`config.mk`:
```
export PLATFORM = sky130hd
export DESIGN_NAME = salc_front
export DESIGN_NICKNAME = d
export VERILOG_FILES = /design/src/rtl/set_assoc_writeback_lru_cache_top_assert.svh /design/src/rtl/salc_pkg.sv /design/src/rtl/salc_front.sv
export SDC_FILE = /design/constraint.sdc
export NUM_CORES = 1
export LEC_CHECK = 0
export BUFFER_PORTS_ARGS = -buffer_cell sky130_fd_sc_hd__buf_4
export CORE_MARGIN = 2
export CORE_UTILIZATION = 40
export CTS_BUF_LIST = sky130_fd_sc_hd__clkbuf_16
export CTS_CLUSTER_SIZE = 24
export DETAILED_ROUTE_END_ITERATION = 8
export HOLD_SLACK_MARGIN = 0.03
export PLACE_DENSITY = 0.59
export REMOVE_ABC_BUFFERS = 1
export SLEW_MARGIN = 5
export SYNTH_ARGS = -nofsm -noshare
export SYNTH_HDL_FRONTEND = slang
export SYNTH_SLANG_ARGS = --single-unit
```
`constraint.sdc`:
```
create_clock -name clk_i -period 6.15 [get_ports clk_i]
set_input_delay 0.615 -clock clk_i [delete_from_list [all_inputs] [get_ports clk_i]]
set_output_delay 0.615 -clock clk_i [all_outputs]
set_load 0.005 [all_outputs]
```
`src/rtl/set_assoc_writeback_lru_cache_top_assert.svh`:
```
// Assertion macros for the cache block.
`ifndef SET_ASSOC_WRITEBACK_LRU_CACHE_TOP_ASSERT_SVH
`define SET_ASSOC_WRITEBACK_LRU_CACHE_TOP_ASSERT_SVH

// Check that a property holds on every clock outside reset.
`define SALC_ASSERT(lbl, prop, msg) \
  lbl: assert property (@(posedge clk_i) disable iff (!rst_ni) (prop)) else $error(msg);

// Check that a condition never occurs outside reset.
`define SALC_NEVER(lbl, cond, msg) \
  lbl: assert property (@(posedge clk_i) disable iff (!rst_ni) !(cond)) else $error(msg);

`endif

```
`src/rtl/salc_pkg.sv`:
```
package salc_pkg;

  localparam int unsigned AddrBits   = 12;
  localparam int unsigned LineBytes  = 16;
  localparam int unsigned TotalLines = 16;
  localparam int unsigned Ways       = 4;
  localparam int unsigned OffBits    = 4;
  localparam int unsigned SetBits    = 2;
  localparam int unsigned TagBits    = AddrBits - OffBits - SetBits;
  localparam int unsigned WayBits    = 2;
  localparam int unsigned SlotBits   = SetBits + WayBits;
  localparam int unsigned LineW      = LineBytes * 8;
  localparam int unsigned RowBits    = AddrBits - OffBits;
  localparam int unsigned MemRows    = 1 << RowBits;
  localparam int unsigned StampW     = 32;

  typedef struct packed {
    logic                mode;
    logic [AddrBits-1:0] address;
    logic [7:0]          write_data;
  } req_t;

  typedef struct packed {
    logic [7:0]          read_data;
    logic                hit;
    logic                evicted;
    logic                evicted_dirty;
    logic [AddrBits-1:0] evicted_line_address;
  } rsp_t;

  // Request split into its address fields.
  typedef struct packed {
    logic               mode;
    logic [TagBits-1:0] tag;
    logic [SetBits-1:0] set_idx;
    logic [OffBits-1:0] offset;
    logic [7:0]         wdata;
  } dec_t;

  typedef struct packed {
    logic valid;
    dec_t req;
  } queue_head_t;

endpackage

```
`src/rtl/salc_front.sv`:
```
module salc_front (
  input  logic                  clk_i,
  input  logic                  rst_ni,
  input  logic                  push,
  input  salc_pkg::req_t        req_i,
  output logic                  full,
  input  logic                  deq_i,
  output salc_pkg::queue_head_t head_o
);
  import salc_pkg::*;

  dec_t       entry_q [2];
  logic       wr_ptr_q, rd_ptr_q;
  logic [1:0] count_q;
  logic       do_push, do_pop;
  dec_t       dec;

  // Split the address into tag, set and offset.
  always_comb begin
    dec.mode    = req_i.mode;
    dec.offset  = req_i.address[OffBits-1:0];
    dec.set_idx = req_i.address[OffBits +: SetBits];
    dec.tag     = req_i.address[AddrBits-1 -: TagBits];
    dec.wdata   = req_i.write_data;
  end

  assign full    = (count_q == 2'd2);
  assign do_push = push && !full;
  assign do_pop  = deq_i && (count_q != 2'd0);

  assign head_o.valid = (count_q != 2'd0);
  assign head_o.req   = entry_q[rd_ptr_q];

  // Store entries.
  always_ff @(posedge clk_i) begin
    if (do_push) begin
      entry_q[wr_ptr_q] <= dec;
    end
  end

  // Advance pointers and count.
  always_ff @(posedge clk_i or negedge rst_ni) begin
    if (!rst_ni) begin
      wr_ptr_q <= 1'b0;
      rd_ptr_q <= 1'b0;
      count_q  <= 2'd0;
    end else begin
      if (do_push) wr_ptr_q <= !wr_ptr_q;
      if (do_pop)  rd_ptr_q <= !rd_ptr_q;
      if (do_push && !do_pop) begin
        count_q <= count_q + 2'd1;
      end else if (do_pop && !do_push) begin
        count_q <= count_q - 2'd1;
      end
    end
  end

endmodule

```
---- Word level (Yosys, flattened, before mapping) ----
Memory sizes are Yosys's and may differ from the RTL's.
Cells that the tools add are included.
storage, ports and cells
  flip-flop bits (word level) ............. 4
  RAM bits ................................ 42
  logic and storage cells ................. 22
  memories ................................ 1
operators by class
  add/sub/neg operators ................... 2
  equal/unequal tests ..................... 1
  multiplexer cells ....................... 4
  reduce and logical (&&, ||, !) cells .... 11
memory list
  name     depth  width  read ports  clocked after memory_dff  write ports  RTL line          source
  entry_q  2      21     1           0                         1            salc_front.sv:12  dec_t entry_q [2];
operators with widths
  kind                                              count
  logical NOT 1 bit                                 5
  logical AND 1 bit                                 4
  two-way mux 2 bit                                 2
  nonzero test 2 bit                                2
  adder 2 x 1 -> 2 bit, second input constant       1
  equality test 2 bit, second input constant        1
  two-way mux 1 bit                                 2
  subtractor 2 x 1 -> 2 bit, second input constant  1

---- Depth between registers and ports, before layout ----
Gate-level depths: netlist of the first run.
  depth in word-level cells ............... 7
  mapped depth ............................ 7
  mapped depth without buffers ............ 7

---- Worst setup path after synthesis of the first run ----
Ideal clock, no wire load.
  path kind ............................... input to register
  from .................................... in push
  to ...................................... mem entry_q[0][0] (netlist name), enable pin
  arrival time ............................ 1.604 ns
  data required time ...................... 5.751 ns
  setup slack ............................. 4.147 ns
  stages on the path ...................... 2
  cells stage by stage .................... nand2_1 > nor2_1
on the way
  longest elaborated chain between the ends .. 3
RTL lines
  item                                     RTL line          source
  start, declared                          salc_front.sv:4   input logic push,
  logical AND 1 bit                        salc_front.sv:28  assign do_push = push && !full;
  two-way mux 1 bit                        salc_front.sv:36  if (do_push) begin
  two-way mux 1 bit (implied by the code)  salc_front.sv:37  entry_q[wr_ptr_q] <= dec;
  end, declared                            salc_front.sv:12
Every way passes these cells.

==> impl_metrics.prom, run 1 <==
# TYPE chip_impl_metric gauge
chip_impl_metric{name="power.switching",unit="uW"} 279
chip_impl_info{name="startpoint_type",value="register"} 1
chip_impl_info{name="timing.critical_path.max_delay_family",value="buffers and inverters"} 1
chip_impl_metric{name="detailed_place.area",unit="mm^2"} 0.00220
chip_impl_metric{name="ir_worst_vdd",unit="uV"} 292
chip_impl_metric{name="detailed_place_hpwl",unit="um"} 1860
chip_impl_metric{name="finalHoldViolations",unit=""} 0
chip_impl_metric{name="clk_latency",unit="ns"} 0.28
chip_impl_metric{name="postSynthAreaPerCell",unit="um^2"} 21.4
chip_impl_metric{name="drv_slew",unit=""} 0
chip_impl_metric{name="pwr-share-clk",unit=""} 0.231
chip_impl_metric{name="cts_hold_repair.buffers",unit=""} 0
chip_impl_metric{name="htree_levels",unit=""} 2
chip_impl_info{name="cp_common_cell",value="buf_4"} 1
chip_impl_metric{name="crit_fanout",unit=""} 21
chip_impl_info{name="path_cells",value="buf_4 > mux2_2 > buf_4"} 1
chip_impl_info{name="worst_path_max_delay_cell",value="mux2_2"} 1
chip_impl_metric{name="worst_clock_skew",unit="ns"} 0.00559
chip_impl_metric{name="die_area",unit="mm^2"} 0.00505
chip_impl_metric{name="timing.final.crit_period",unit="ns"} 2.16
chip_impl_metric{name="clk_transition_reported_paths",unit="ns"} 0.06
chip_impl_metric{name="globalRouteTotalUtil",unit=""} 0.118
chip_impl_metric{name="grt_antenna_before_repair",unit=""} 0
chip_impl_metric{name="r2r_setup_slack",unit="ns"} 4.24
chip_impl_info{name="worst_r2r_src",value="count_q[0]$_DFFE_PN0P_"} 1
chip_impl_metric{name="grt-ovfl-total",unit=""} 0
chip_impl_metric{name="initial_core_utilization",unit=""} 0.413
chip_impl_metric{name="numClockSinks",unit=""} 46
chip_impl_metric{name="antenna-diode-count",unit=""} 0
chip_impl_metric{name="design.final.nets",unit=""} 163
chip_impl_metric{name="share_of_final_layout_standard_cells_stronger_than_drive_strength_1",unit=""} 0.572
chip_impl_info{name="type_of_the_most_critical_hold_path",value="in2async"} 1
chip_impl_metric{name="pwr-share-seq",unit=""} 0.427
chip_impl_metric{name="synth_area",unit="mm^2"} 0.00180
chip_impl_metric{name="fp.dieH",unit="um"} 71.1
chip_impl_metric{name="multi_input_comb_area",unit="um^2"} 410
chip_impl_metric{name="detailedRoute.firstPassIterationCount",unit=""} 4
chip_impl_metric{name="drt-total-wl",unit="um"} 2680
chip_impl_metric{name="share_of_the_yosys_chip_area_belonging_to_registers",unit=""} 0.757
chip_impl_info{name="setup.worst_path.class",value="reg2out"} 1
chip_impl_metric{name="drt_iter0_drc",unit=""} 46
chip_impl_metric{name="placement.io_buffers",unit=""} 47
chip_impl_metric{name="cts_inserted_buffers",unit=""} 5
chip_impl_metric{name="design_power_total",unit="uW"} 1080
chip_impl_metric{name="max_freq",unit="MHz"} 463
chip_impl_metric{name="fp.dieW",unit="um"} 71.1
chip_impl_metric{name="final_antenna_net_count",unit=""} 0
chip_impl_metric{name="internal-power",unit="uW"} 801
chip_impl_metric{name="fillerInstances",unit=""} 344
chip_impl_metric{name="synth-seq-cells",unit=""} 46
chip_impl_metric{name="regArea",unit="mm^2"} 0.00136
chip_impl_info{name="root_buffer",value="clkbuf_16"} 1
chip_impl_metric{name="postLayoutCellArea",unit="mm^2"} 0.00235
chip_impl_metric{name="grt_pass1_vias",unit=""} 912
chip_impl_metric{name="cp_num_buf_inv",unit=""} 2
chip_impl_info{name="cts_tree",value="done"} 1
chip_impl_metric{name="vias_after_detailed_routing",unit=""} 863
chip_impl_metric{name="cp_slowest_stage_delay",unit="ns"} 0.38
chip_impl_metric{name="critPathRequiredTime",unit="ns"} 5.53
chip_impl_metric{name="avg_wl_per_cell",unit="um"} 14.1
chip_impl_metric{name="cap_violations",unit=""} 0
chip_impl_metric{name="syn-instance-count",unit=""} 84
chip_impl_metric{name="gp_congestion",unit=""} 0.677
chip_impl_metric{name="largest_net_degree_at_the_start_of_global_routing",unit=""} 22
chip_impl_metric{name="drc_errors",unit=""} 0
chip_impl_metric{name="post-cts-setup-buffer-count",unit=""} 0
chip_impl_metric{name="floorplan.core_area",unit="mm^2"} 0.00435
chip_impl_metric{name="synthesis.yosys.warnings",unit=""} 0
chip_impl_metric{name="core.rowCount",unit=""} 24
chip_impl_metric{name="postLayoutCoreUtil",unit=""} 0.539
chip_impl_metric{name="min_period_over_period",unit=""} 0.351
chip_impl_metric{name="final.setup.tns",unit="ns"} 0
chip_impl_metric{name="cts_max_path_buffers",unit=""} 2
chip_impl_metric{name="swShare",unit=""} 0.258
chip_impl_metric{name="power_leakage",unit="uW"} 0.000961
chip_impl_metric{name="cell_pwr_density",unit="mW/mm^2"} 460
chip_impl_metric{name="area_growth",unit="%"} 30.4
chip_impl_info{name="grt_setup_unrepaired",value="no"} 1
chip_impl_metric{name="postCtsResizedCells",unit=""} 0
chip_impl_metric{name="final_hold_slack",unit="ns"} 0.119
chip_impl_metric{name="timing.final.setup_violations",unit=""} 0
chip_impl_metric{name="relSlewSlack",unit=""} 0.296
chip_impl_metric{name="grt_first_pass_wirelength",unit="um"} 4280
chip_impl_metric{name="synth.distinct_cells",unit=""} 15
chip_impl_info{name="critical_path_capture_point_type",value="output pin"} 1
chip_impl_info{name="critical_path.startpoint",value="rd_ptr_q$_DFFE_PN0P_"} 1
chip_impl_info{name="outcome",value="finished, final reports clean"} 1
chip_impl_metric{name="combinationalPowerShare",unit=""} 0.342
chip_impl_metric{name="ioPinCount",unit=""} 48
chip_impl_metric{name="worstPathArrival",unit="ns"} 1.55
chip_impl_metric{name="worst_slew_pin_slew",unit="ns"} 1.06
chip_impl_metric{name="vias_per_cell",unit=""} 4.54
-- worst reg2reg max path, stage by stage, from the launching register on --
cell,delay (ns)
dfrtp_1,0.43
nand2b_1,0.17
nand2_1,0.11
nor2_2,0.81
-- sequential cells by signal (all words and copies together) (netlist names) --
signal and flops:
count_q 2, rd_ptr_q 1, wr_ptr_q 1, entry_q 42
-- final cells by class --
class                   instances  share of cell area
flip-flops and latches         46               0.580
clock buffers                   5              0.0533
clock inverters                 3             0.00693
inverters                       2             0.00320
repair buffers                 48               0.154
well taps                      52              0.0277
multi-input cells              34               0.175
-- final timing paths --
kind                                            to  cells past startpoint
setup reg to reg           entry_q[0][3]$_DFFE_PP_                      3
hold reg to reg               rd_ptr_q$_DFFE_PN0P_                      1
setup / recovery                        head_o[11]                      3
min in group clk_i            rd_ptr_q$_DFFE_PN0P_                      1
hold / removal              count_q[0]$_DFFE_PN0P_                      1
max in group asynchronous     wr_ptr_q$_DFFE_PN0P_                      1
-- synthesized netlist by cell type --
master / n / area [um^2]
nand2b_1: 1 / 6.26
inv_1: 2 / 7.51
mux2_2: 2 / 22.5
nand2_4: 1 / 11.3
edfxtp_1: 42 / 1260
xor2_1: 2 / 17.5
buf_6: 2 / 22.5
or2_4: 1 / 8.76
ha_1: 1 / 12.5
xnor2_1: 3 / 26.3
dfrtp_1: 4 / 100
nand2_1: 1 / 3.75
mux2_4: 19 / 285
and3_1: 1 / 6.26
nor2_1: 2 / 7.51
-- metal layers --
layer  vias up  share of wire  GRT usage
li1        420              -          -
met5         -              0          0
met3         4          0.067     0.0556
met1       409           0.40      0.130
met2        30           0.52      0.192
met4         0          0.017     0.0566
-- per-stage QoR --
step	setup WS (ns)	instances
floorplan	4.15	82
global placement	4.11	182
detailed placement	4.10	182
CTS	3.97	190
global route	3.92	190
finish	3.99	190
-- kinds of logic after synthesis --
group	synth area share
buffers and inverters	0.0167
DFF	0.757
muxes	0.171
adders and majority gates	0.00695
and+or+nand+nor	0.0243
xor gates and xnor gates	0.0243
-- cells in the final DEF, fill, tap and decap left out, drive strengths merged --
master,netlist,final
dfrtp,4,4
and3,1,1
nand2,2,2
nor2,2,2
edfxtp,42,42
clkinvlp,0,1
mux2,21,21
clkinv,0,2
buf,2,48
xnor2,3,3
ha,1,1
clkbuf,0,5
xor2,2,2
inv,2,2
or2,1,1
nand2b,1,1
-- power by group through the flow --
stage	combinational [uW]	sequential, uW	clock (uW)
final	370	461	249
after global routing	401	468	272
after CTS	379	462	256
after detailed placement	379	468	0
after global placement	375	463	0
after floorplan	200	486	0
No activity file was read; power rests on OpenSTA's default activity.
==> run 2, diff against run 1 <==
PLACE_DENSITY = 0.62   (was 0.59)
clock period = 1.9 ns   (was 6.15 ns; I/O delays follow)
==> impl_metrics.prom, run 2 (same netlist as run 1, synthesis figures left out) <==
# TYPE chip_impl_metric gauge
chip_impl_info{name="outcome",value="finished, final reports clean"} 1
chip_impl_metric{name="place_inst",unit=""} 187
chip_impl_metric{name="cp_slowest_stage_delay",unit="ns"} 0.34
chip_impl_metric{name="gp_congestion",unit=""} 0.680
chip_impl_info{name="final_cell_mix",value="buf_4 (53), edfxtp_1 (42), mux2_4 (19), clkbuf_16 (5), dfrtp_1 (4)"} 1
chip_impl_info{name="startpoint_type",value="register"} 1
chip_impl_metric{name="final.setup.tns",unit="ns"} 0
chip_impl_metric{name="ir_worst_vdd",unit="uV"} 715
chip_impl_metric{name="finalHoldViolations",unit=""} 0
chip_impl_metric{name="vias_per_cell",unit=""} 4.68
chip_impl_info{name="path_cells",value="buf_4 > mux2_4 > buf_4"} 1
chip_impl_metric{name="grt_pass1_vias",unit=""} 995
chip_impl_metric{name="area_growth",unit="%"} 34.4
chip_impl_metric{name="numClockSinks",unit=""} 46
chip_impl_metric{name="design.final.nets",unit=""} 169
chip_impl_metric{name="cts_inserted_buffers",unit=""} 5
chip_impl_info{name="cp_common_cell",value="buf_4"} 1
chip_impl_info{name="setup.worst_path.class",value="reg2out"} 1
chip_impl_info{name="grt_setup_unrepaired",value="no"} 1
chip_impl_metric{name="floorplan.core_area",unit="mm^2"} 0.00435
chip_impl_metric{name="cap_violations",unit=""} 0
chip_impl_metric{name="largest_net_degree_at_the_start_of_global_routing",unit=""} 15
chip_impl_metric{name="largest_register_ffs",unit=""} 42
chip_impl_metric{name="avg_wl_per_cell",unit="um"} 14.5
chip_impl_metric{name="detailedRoute.firstPassIterationCount",unit=""} 3
chip_impl_metric{name="final_cell_count_no_fill",unit=""} 196
chip_impl_metric{name="fp.dieH",unit="um"} 71.1
chip_impl_metric{name="critPathRequiredTime",unit="ns"} 1.71
chip_impl_metric{name="drc_errors",unit=""} 0
chip_impl_metric{name="final_hold_slack",unit="ns"} 0.0953
chip_impl_metric{name="min_period_over_period",unit=""} 0.821
chip_impl_info{name="critical_path_capture_point_type",value="output pin"} 1
chip_impl_metric{name="clk_transition_reported_paths",unit="ns"} 0.06
chip_impl_metric{name="share_of_final_layout_standard_cells_stronger_than_drive_strength_1",unit=""} 0.583
chip_impl_metric{name="timing.final.setup_violations",unit=""} 0
chip_impl_info{name="root_buffer",value="clkbuf_16"} 1
chip_impl_metric{name="drt_iter0_drc",unit=""} 74
chip_impl_info{name="max_flop_register",value="entry_q"} 1
chip_impl_metric{name="cp_num_buf_inv",unit=""} 2
chip_impl_metric{name="cell_pwr_density",unit="mW/mm^2"} 1520
chip_impl_metric{name="worst_slew_pin_slew",unit="ns"} 0.277
chip_impl_metric{name="htree_levels",unit=""} 2
chip_impl_metric{name="core.rowCount",unit=""} 24
chip_impl_info{name="type_of_the_most_critical_hold_path",value="in2reg"} 1
chip_impl_metric{name="postLayoutCoreUtil",unit=""} 0.555
chip_impl_metric{name="placement.io_buffers",unit=""} 47
chip_impl_info{name="timing.critical_path.max_delay_family",value="buffers and inverters"} 1
chip_impl_metric{name="grt-ovfl-total",unit=""} 0
chip_impl_metric{name="timing.final.crit_period",unit="ns"} 1.56
chip_impl_metric{name="final_antenna_net_count",unit=""} 0
chip_impl_metric{name="clk_latency",unit="ns"} 0.28
chip_impl_metric{name="initial_core_utilization",unit=""} 0.413
chip_impl_metric{name="drt-total-wl",unit="um"} 2830
chip_impl_metric{name="power_leakage",unit="uW"} 0.00101
chip_impl_metric{name="cts_max_path_buffers",unit=""} 2
chip_impl_metric{name="antenna-diode-count",unit=""} 0
chip_impl_metric{name="drv_slew",unit=""} 0
chip_impl_info{name="layout.cells.most_common",value="buf_4"} 1
chip_impl_metric{name="worstPathArrival",unit="ns"} 1.37
chip_impl_metric{name="crit_fanout",unit=""} 14
chip_impl_metric{name="max_freq",unit="MHz"} 641
chip_impl_metric{name="vias_after_detailed_routing",unit=""} 918
chip_impl_metric{name="ioPinCount",unit=""} 48
chip_impl_metric{name="grt_antenna_before_repair",unit=""} 0
chip_impl_metric{name="grt_first_pass_wirelength",unit="um"} 4490
chip_impl_metric{name="globalRouteTotalUtil",unit=""} 0.119
chip_impl_metric{name="fp.dieW",unit="um"} 71.1
chip_impl_info{name="largest_registers",value="entry_q: 42 flops, count_q: 2 flops"} 1
chip_impl_metric{name="design_power_total",unit="uW"} 3690
chip_impl_info{name="cts_tree",value="done"} 1
chip_impl_metric{name="post-cts-setup-buffer-count",unit=""} 0
chip_impl_metric{name="r2r_setup_slack",unit="ns"} 0.41
chip_impl_info{name="worst_path_max_delay_cell",value="dfrtp_1"} 1
chip_impl_metric{name="detailed_place_hpwl",unit="um"} 2030
chip_impl_metric{name="die_area",unit="mm^2"} 0.00505
chip_impl_metric{name="relSlewSlack",unit=""} 0.816
chip_impl_metric{name="worst_clock_skew",unit="ns"} 0.00326
## run 2: cell count changes in the layout (fill, tap and decap cells not counted), sizes merged
cell,previous run,this run
bufinv,0,1
clkinv,2,0
buf,48,53
inv,2,3
dlygate4sd3,0,1
## run 2: worst reg2reg max path, stage by stage (launching register included)
cell      delay [ns]
dfrtp_1         0.42
nand2b_1        0.19
nand2_1         0.14
inv_1           0.06
ha_1            0.32
nor2_1          0.13
xor2_1          0.15
## run 2: power by group
| group | switching, uW | internal, uW | leakage [uW] |
|---|---|---|---|
| Sequential | 84.1 | 1400 | 0.000437 |
| Clock | 325 | 614 | 0.0000812 |
| Combinational | 506 | 762 | 0.000487 |
| Total | 916 | 2770 | 0.00101 |
## run 2: metrics by stage
stage	setup WS, ns	instance area, um^2
2_1_floorplan	-0.0299	1780
3_3_place_gp	0.485	2240
3_5_place_dp	0.416	2240
4_1_cts	0.312	2420
5_1_grt	0.277	2420
6_report	0.340	2420
## run 2: layout make-up
cell class,instances,area (um^2)
fillers,343,1940
clock buffers,5,125
repair buffers,54,408
clock inverters,3,41.3
inverters,2,7.51
multi-input cells,34,410
flip-flops and latches,46,1360
well taps,52,65.1
## run 2: path summary, 6_finish.rpt
kind / endpoint / cells after the start / start
worst max-delay path: head_o[3] / 3 / rd_ptr_q$_DFFE_PN0P_
worst min-delay path: entry_q[0][14]$_DFFE_PP_ / 1 / req_i[14]
worst max register to register: count_q[1]$_DFFE_PN0P_ / 6 / count_q[0]$_DFFE_PN0P_
worst min register to register: count_q[1]$_DFFE_PN0P_ / 1 / count_q[1]$_DFFE_PN0P_
max in group asynchronous: rd_ptr_q$_DFFE_PN0P_ / 2 / rst_ni
min in group asynchronous: count_q[0]$_DFFE_PN0P_ / 2 / rst_ni
## run 2: per-layer routing
metal / vias up / routed length [um] / global-route usage / share of wire
met5: - / 0 / 0 / 0
met4: 0 / 17 / 0.0377 / 0.0060
met3: 2 / 206 / 0.0513 / 0.073
met2: 32 / 1520 / 0.214 / 0.54
met1: 450 / 1090 / 0.127 / 0.38
li1: 434 / - / - / -
## run 2: repair_timing
action | 4_1_cts | 5_1_grt
gates resized for setup | 0 | 0
hold buffers | 1 | 0
endpoints found under the hold margin | 4 | 0
==> run 3, diff against run 2 <==
ABC_AREA = 1   (was default)
PLACE_DENSITY = 0.6   (was 0.62)
clock period = 1.6 ns   (was 1.9 ns; I/O delays follow)
==> impl_metrics.prom, run 3 <==
# TYPE chip_impl_metric gauge
chip_impl_metric{name="design.final.nets",unit=""} 223
chip_impl_info{name="root_buffer",value="clkbuf_16"} 1
chip_impl_metric{name="critPathRequiredTime",unit="ns"} 1.44
chip_impl_metric{name="largest_net_degree_at_the_start_of_global_routing",unit=""} 23
chip_impl_metric{name="timing.final.crit_period",unit="ns"} 1.45
chip_impl_metric{name="r2r_setup_slack",unit="ns"} 0.22
chip_impl_info{name="max_flop_register",value="entry_q"} 1
chip_impl_info{name="grt_setup_unrepaired",value="no"} 1
chip_impl_metric{name="grt-ovfl-total",unit=""} 0
chip_impl_metric{name="power.switching",unit="uW"} 1280
chip_impl_info{name="layout.cells.most_common",value="nand2_1"} 1
chip_impl_metric{name="numClockSinks",unit=""} 46
chip_impl_metric{name="combinationalPowerShare",unit=""} 0.335
chip_impl_metric{name="drv_slew",unit=""} 0
chip_impl_metric{name="globalRouteTotalUtil",unit=""} 0.149
chip_impl_metric{name="grt_first_pass_wirelength",unit="um"} 5550
chip_impl_metric{name="final_antenna_net_count",unit=""} 0
chip_impl_metric{name="reg2reg_depth",unit=""} 7
chip_impl_metric{name="timing.final.setup_violations",unit=""} 0
chip_impl_metric{name="share_of_the_yosys_chip_area_belonging_to_registers",unit=""} 0.777
chip_impl_metric{name="internal-power",unit="uW"} 3020
chip_impl_metric{name="worst_slew_pin_slew",unit="ns"} 0.389
chip_impl_info{name="worst_r2r_src",value="count_q[0]$_DFFE_PN0P_"} 1
chip_impl_metric{name="pwr-share-clk",unit=""} 0.260
chip_impl_info{name="type_of_the_most_critical_hold_path",value="in2reg"} 1
chip_impl_metric{name="max_freq",unit="MHz"} 692
chip_impl_info{name="critical_path_capture_point_type",value="output pin"} 1
chip_impl_info{name="timing.critical_path.to",value="head_o[9]"} 1
chip_impl_info{name="dominantRegCellSynth",value="edfxtp_1"} 1
chip_impl_info{name="final_cell_mix",value="nand2_1 (72), buf_4 (52), edfxtp_1 (42), inv_1 (8), clkbuf_16 (5)"} 1
chip_impl_metric{name="postLayoutCoreUtil",unit=""} 0.550
chip_impl_metric{name="synthesis.yosys.warnings",unit=""} 0
chip_impl_metric{name="gp_congestion",unit=""} 0.647
chip_impl_metric{name="vias_per_cell",unit=""} 4.60
chip_impl_metric{name="worst_clock_skew",unit="ns"} 0.00249
chip_impl_metric{name="fillerInstances",unit=""} 376
chip_impl_metric{name="count_of_flip_flops_with_a_built_in_enable_after_synthesis",unit=""} 42
chip_impl_metric{name="die_area",unit="mm^2"} 0.00493
chip_impl_metric{name="detailed_place.area",unit="mm^2"} 0.00219
chip_impl_metric{name="fp.dieW",unit="um"} 70.2
chip_impl_info{name="startpoint_type",value="register"} 1
chip_impl_info{name="ys_top_cells_by_count",value="nand2_1 (72), edfxtp_1 (42), inv_1 (6), buf_2 (4), dfrtp_1 (4)"} 1
chip_impl_metric{name="share_of_final_layout_standard_cells_stronger_than_drive_strength_1",unit=""} 0.328
chip_impl_metric{name="ir_worst_vdd",unit="uV"} 788
chip_impl_metric{name="synth-seq-cells",unit=""} 46
chip_impl_info{name="ys_top_cells_by_area",value="edfxtp_1 (72%), nand2_1 (15%), dfrtp_1 (5.7%)"} 1
chip_impl_info{name="r2r-end",value="count_q[1]$_DFFE_PN0P_"} 1
chip_impl_metric{name="htree_levels",unit=""} 2
chip_impl_metric{name="core.rowCount",unit=""} 24
chip_impl_metric{name="postSynth.asyncResetShare",unit=""} 0.0870
chip_impl_metric{name="fp.dieH",unit="um"} 70.2
chip_impl_metric{name="cts_inserted_buffers",unit=""} 5
chip_impl_metric{name="avg_wl_per_cell",unit="um"} 13.3
chip_impl_metric{name="ioPinCount",unit=""} 48
chip_impl_metric{name="clk_transition_reported_paths",unit="ns"} 0.06
chip_impl_info{name="post-synth-top-area-cell",value="edfxtp_1"} 1
chip_impl_metric{name="clk_latency",unit="ns"} 0.28
chip_impl_metric{name="drt-total-wl",unit="um"} 3330
chip_impl_metric{name="cts_max_path_buffers",unit=""} 2
chip_impl_metric{name="antenna-diode-count",unit=""} 0
chip_impl_metric{name="pwr-share-seq",unit=""} 0.405
chip_impl_metric{name="synth_area",unit="mm^2"} 0.00175
chip_impl_metric{name="syn-instance-count",unit=""} 141
chip_impl_metric{name="min_period_over_period",unit=""} 0.904
chip_impl_metric{name="drc_errors",unit=""} 0
chip_impl_info{name="critical_path.startpoint",value="rd_ptr_q$_DFFE_PN0P_"} 1
chip_impl_metric{name="vias_after_detailed_routing",unit=""} 1149
chip_impl_info{name="largest_registers",value="entry_q: 42 flops, count_q: 2 flops"} 1
chip_impl_metric{name="grt_pass1_vias",unit=""} 1175
chip_impl_info{name="setup.worst_path.class",value="reg2out"} 1
chip_impl_metric{name="postCtsResizedCells",unit=""} 0
chip_impl_metric{name="relSlewSlack",unit=""} 0.740
chip_impl_metric{name="cap_violations",unit=""} 0
chip_impl_metric{name="finalHoldViolations",unit=""} 0
chip_impl_metric{name="placement.io_buffers",unit=""} 47
chip_impl_metric{name="swShare",unit=""} 0.297
chip_impl_metric{name="floorplan.core_area",unit="mm^2"} 0.00429
chip_impl_info{name="outcome",value="finished, final reports clean"} 1
chip_impl_metric{name="crit_fanout",unit=""} 22
chip_impl_metric{name="synth.distinct_cells",unit=""} 14
chip_impl_metric{name="postLayoutCellArea",unit="mm^2"} 0.00236
chip_impl_metric{name="postSynthAreaPerCell",unit="um^2"} 12.4
chip_impl_metric{name="area_growth",unit="%"} 34.8
chip_impl_metric{name="worstPathArrival",unit="ns"} 1.29
chip_impl_metric{name="cell_pwr_density",unit="mW/mm^2"} 1820
chip_impl_metric{name="detailed_place_hpwl",unit="um"} 2290
chip_impl_metric{name="drt_iter0_drc",unit=""} 66
chip_impl_metric{name="power_leakage",unit="uW"} 0.00106
chip_impl_metric{name="largest_register_ffs",unit=""} 42
chip_impl_info{name="most_frequent_cell_after_synthesis",value="nand2_1"} 1
chip_impl_info{name="cts_tree",value="done"} 1
chip_impl_metric{name="synth_largest_type_area_fraction",unit=""} 0.719
chip_impl_metric{name="grt_antenna_before_repair",unit=""} 0
chip_impl_metric{name="design_power_total",unit="uW"} 4300
chip_impl_metric{name="detailedRoute.firstPassIterationCount",unit=""} 4
chip_impl_metric{name="initial_core_utilization",unit=""} 0.408
run 3: changes by cell type in the layout (fill, tap and decap cells not counted), sizes merged, moves of 2 or more:
| cell | change |
|---|---|
| nand2 | +72 |
| mux2 | -21 |
| inv | +7 |
| nand3 | +2 |
| xnor2 | -2 |
| xor2 | -2 |
run 3: layer usage:
layer  GRT usage  routed length (um)  vias to the layer above
met3      0.0447                 156                        5
met4      0.0577                  46                        0
met5           0                   0                        -
met1       0.164                1320                      541
met2       0.270                1800                       30
li1            -                   -                      573
run 3: worst max-delay path: stages (launching register included):
cell     delay, ns
dfrtp_1       0.38
inv_2         0.31
nand2_1       0.10
nand2_1       0.10
buf_4         0.11
run 3: power groups by stage:
stage,clock network (uW),logic [uW],registers (uW)
after detailed placement,0,1470,1770
final,1120,1440,1740
after global routing,1210,1630,1770
after CTS,1140,1480,1750
after global placement,0,1430,1750
after floorplan,0,638,1800
run 3: cells by family after synthesis:
group,synth area share
buffers and inverters,0.0286
adder cells (fa/ha/maj),0.00714
AO/OA/AOI/OAI,0.00285
AND/OR/NAND/NOR,0.180
XOR/XNOR,0.00500
flip-flops,0.777
run 3: cell type report:
type	instances	area (um^2)	share of cell area
Inverter	8	30.0	0.0127
Sequential cell	46	1360	0.576
Clock inverter	3	37.5	0.0159
Clock buffer	5	125	0.0529
Multi-Input combinational cell	83	344	0.146
Timing Repair Buffer	53	400	0.169
Tap cell	52	65.1	0.0275
run 3: what timing repair did:
item,4_1_cts,5_1_grt
endpoints found under the hold margin,4,0
hold buffers,1,0
setup buffers,0,0
run 3: worst min path at each step:
stage | start | end | slack [ns] | cells past startpoint
floorplan | rst_ni | count_q[0]$_DFFE_PN0P_ | -0.14 | 0
global placement | rst_ni | rd_ptr_q$_DFFE_PN0P_ | -0.04 | 1
detailed placement | rst_ni | count_q[0]$_DFFE_PN0P_ | -0.04 | 1
CTS | req_i[11] | entry_q[1][11]$_DFFE_PP_ | 0.06 | 1
global route | req_i[6] | entry_q[1][6]$_DFFE_PP_ | 0.05 | 1
finish | req_i[2] | entry_q[0][2]$_DFFE_PP_ | 0.06 | 1
run 3: stage by stage:
step	cells	setup TNS [ns]	hold slack, ns	setup slack (ns)
after floorplan	137	-6.18	-0.136	-0.294
after global placement	241	0	-0.0376	0.304
after detailed placement	241	0	-0.0373	0.252
after CTS	250	0	0.0584	0.111
after global routing	250	0	0.0495	0.0434
final	250	0	0.0629	0.154
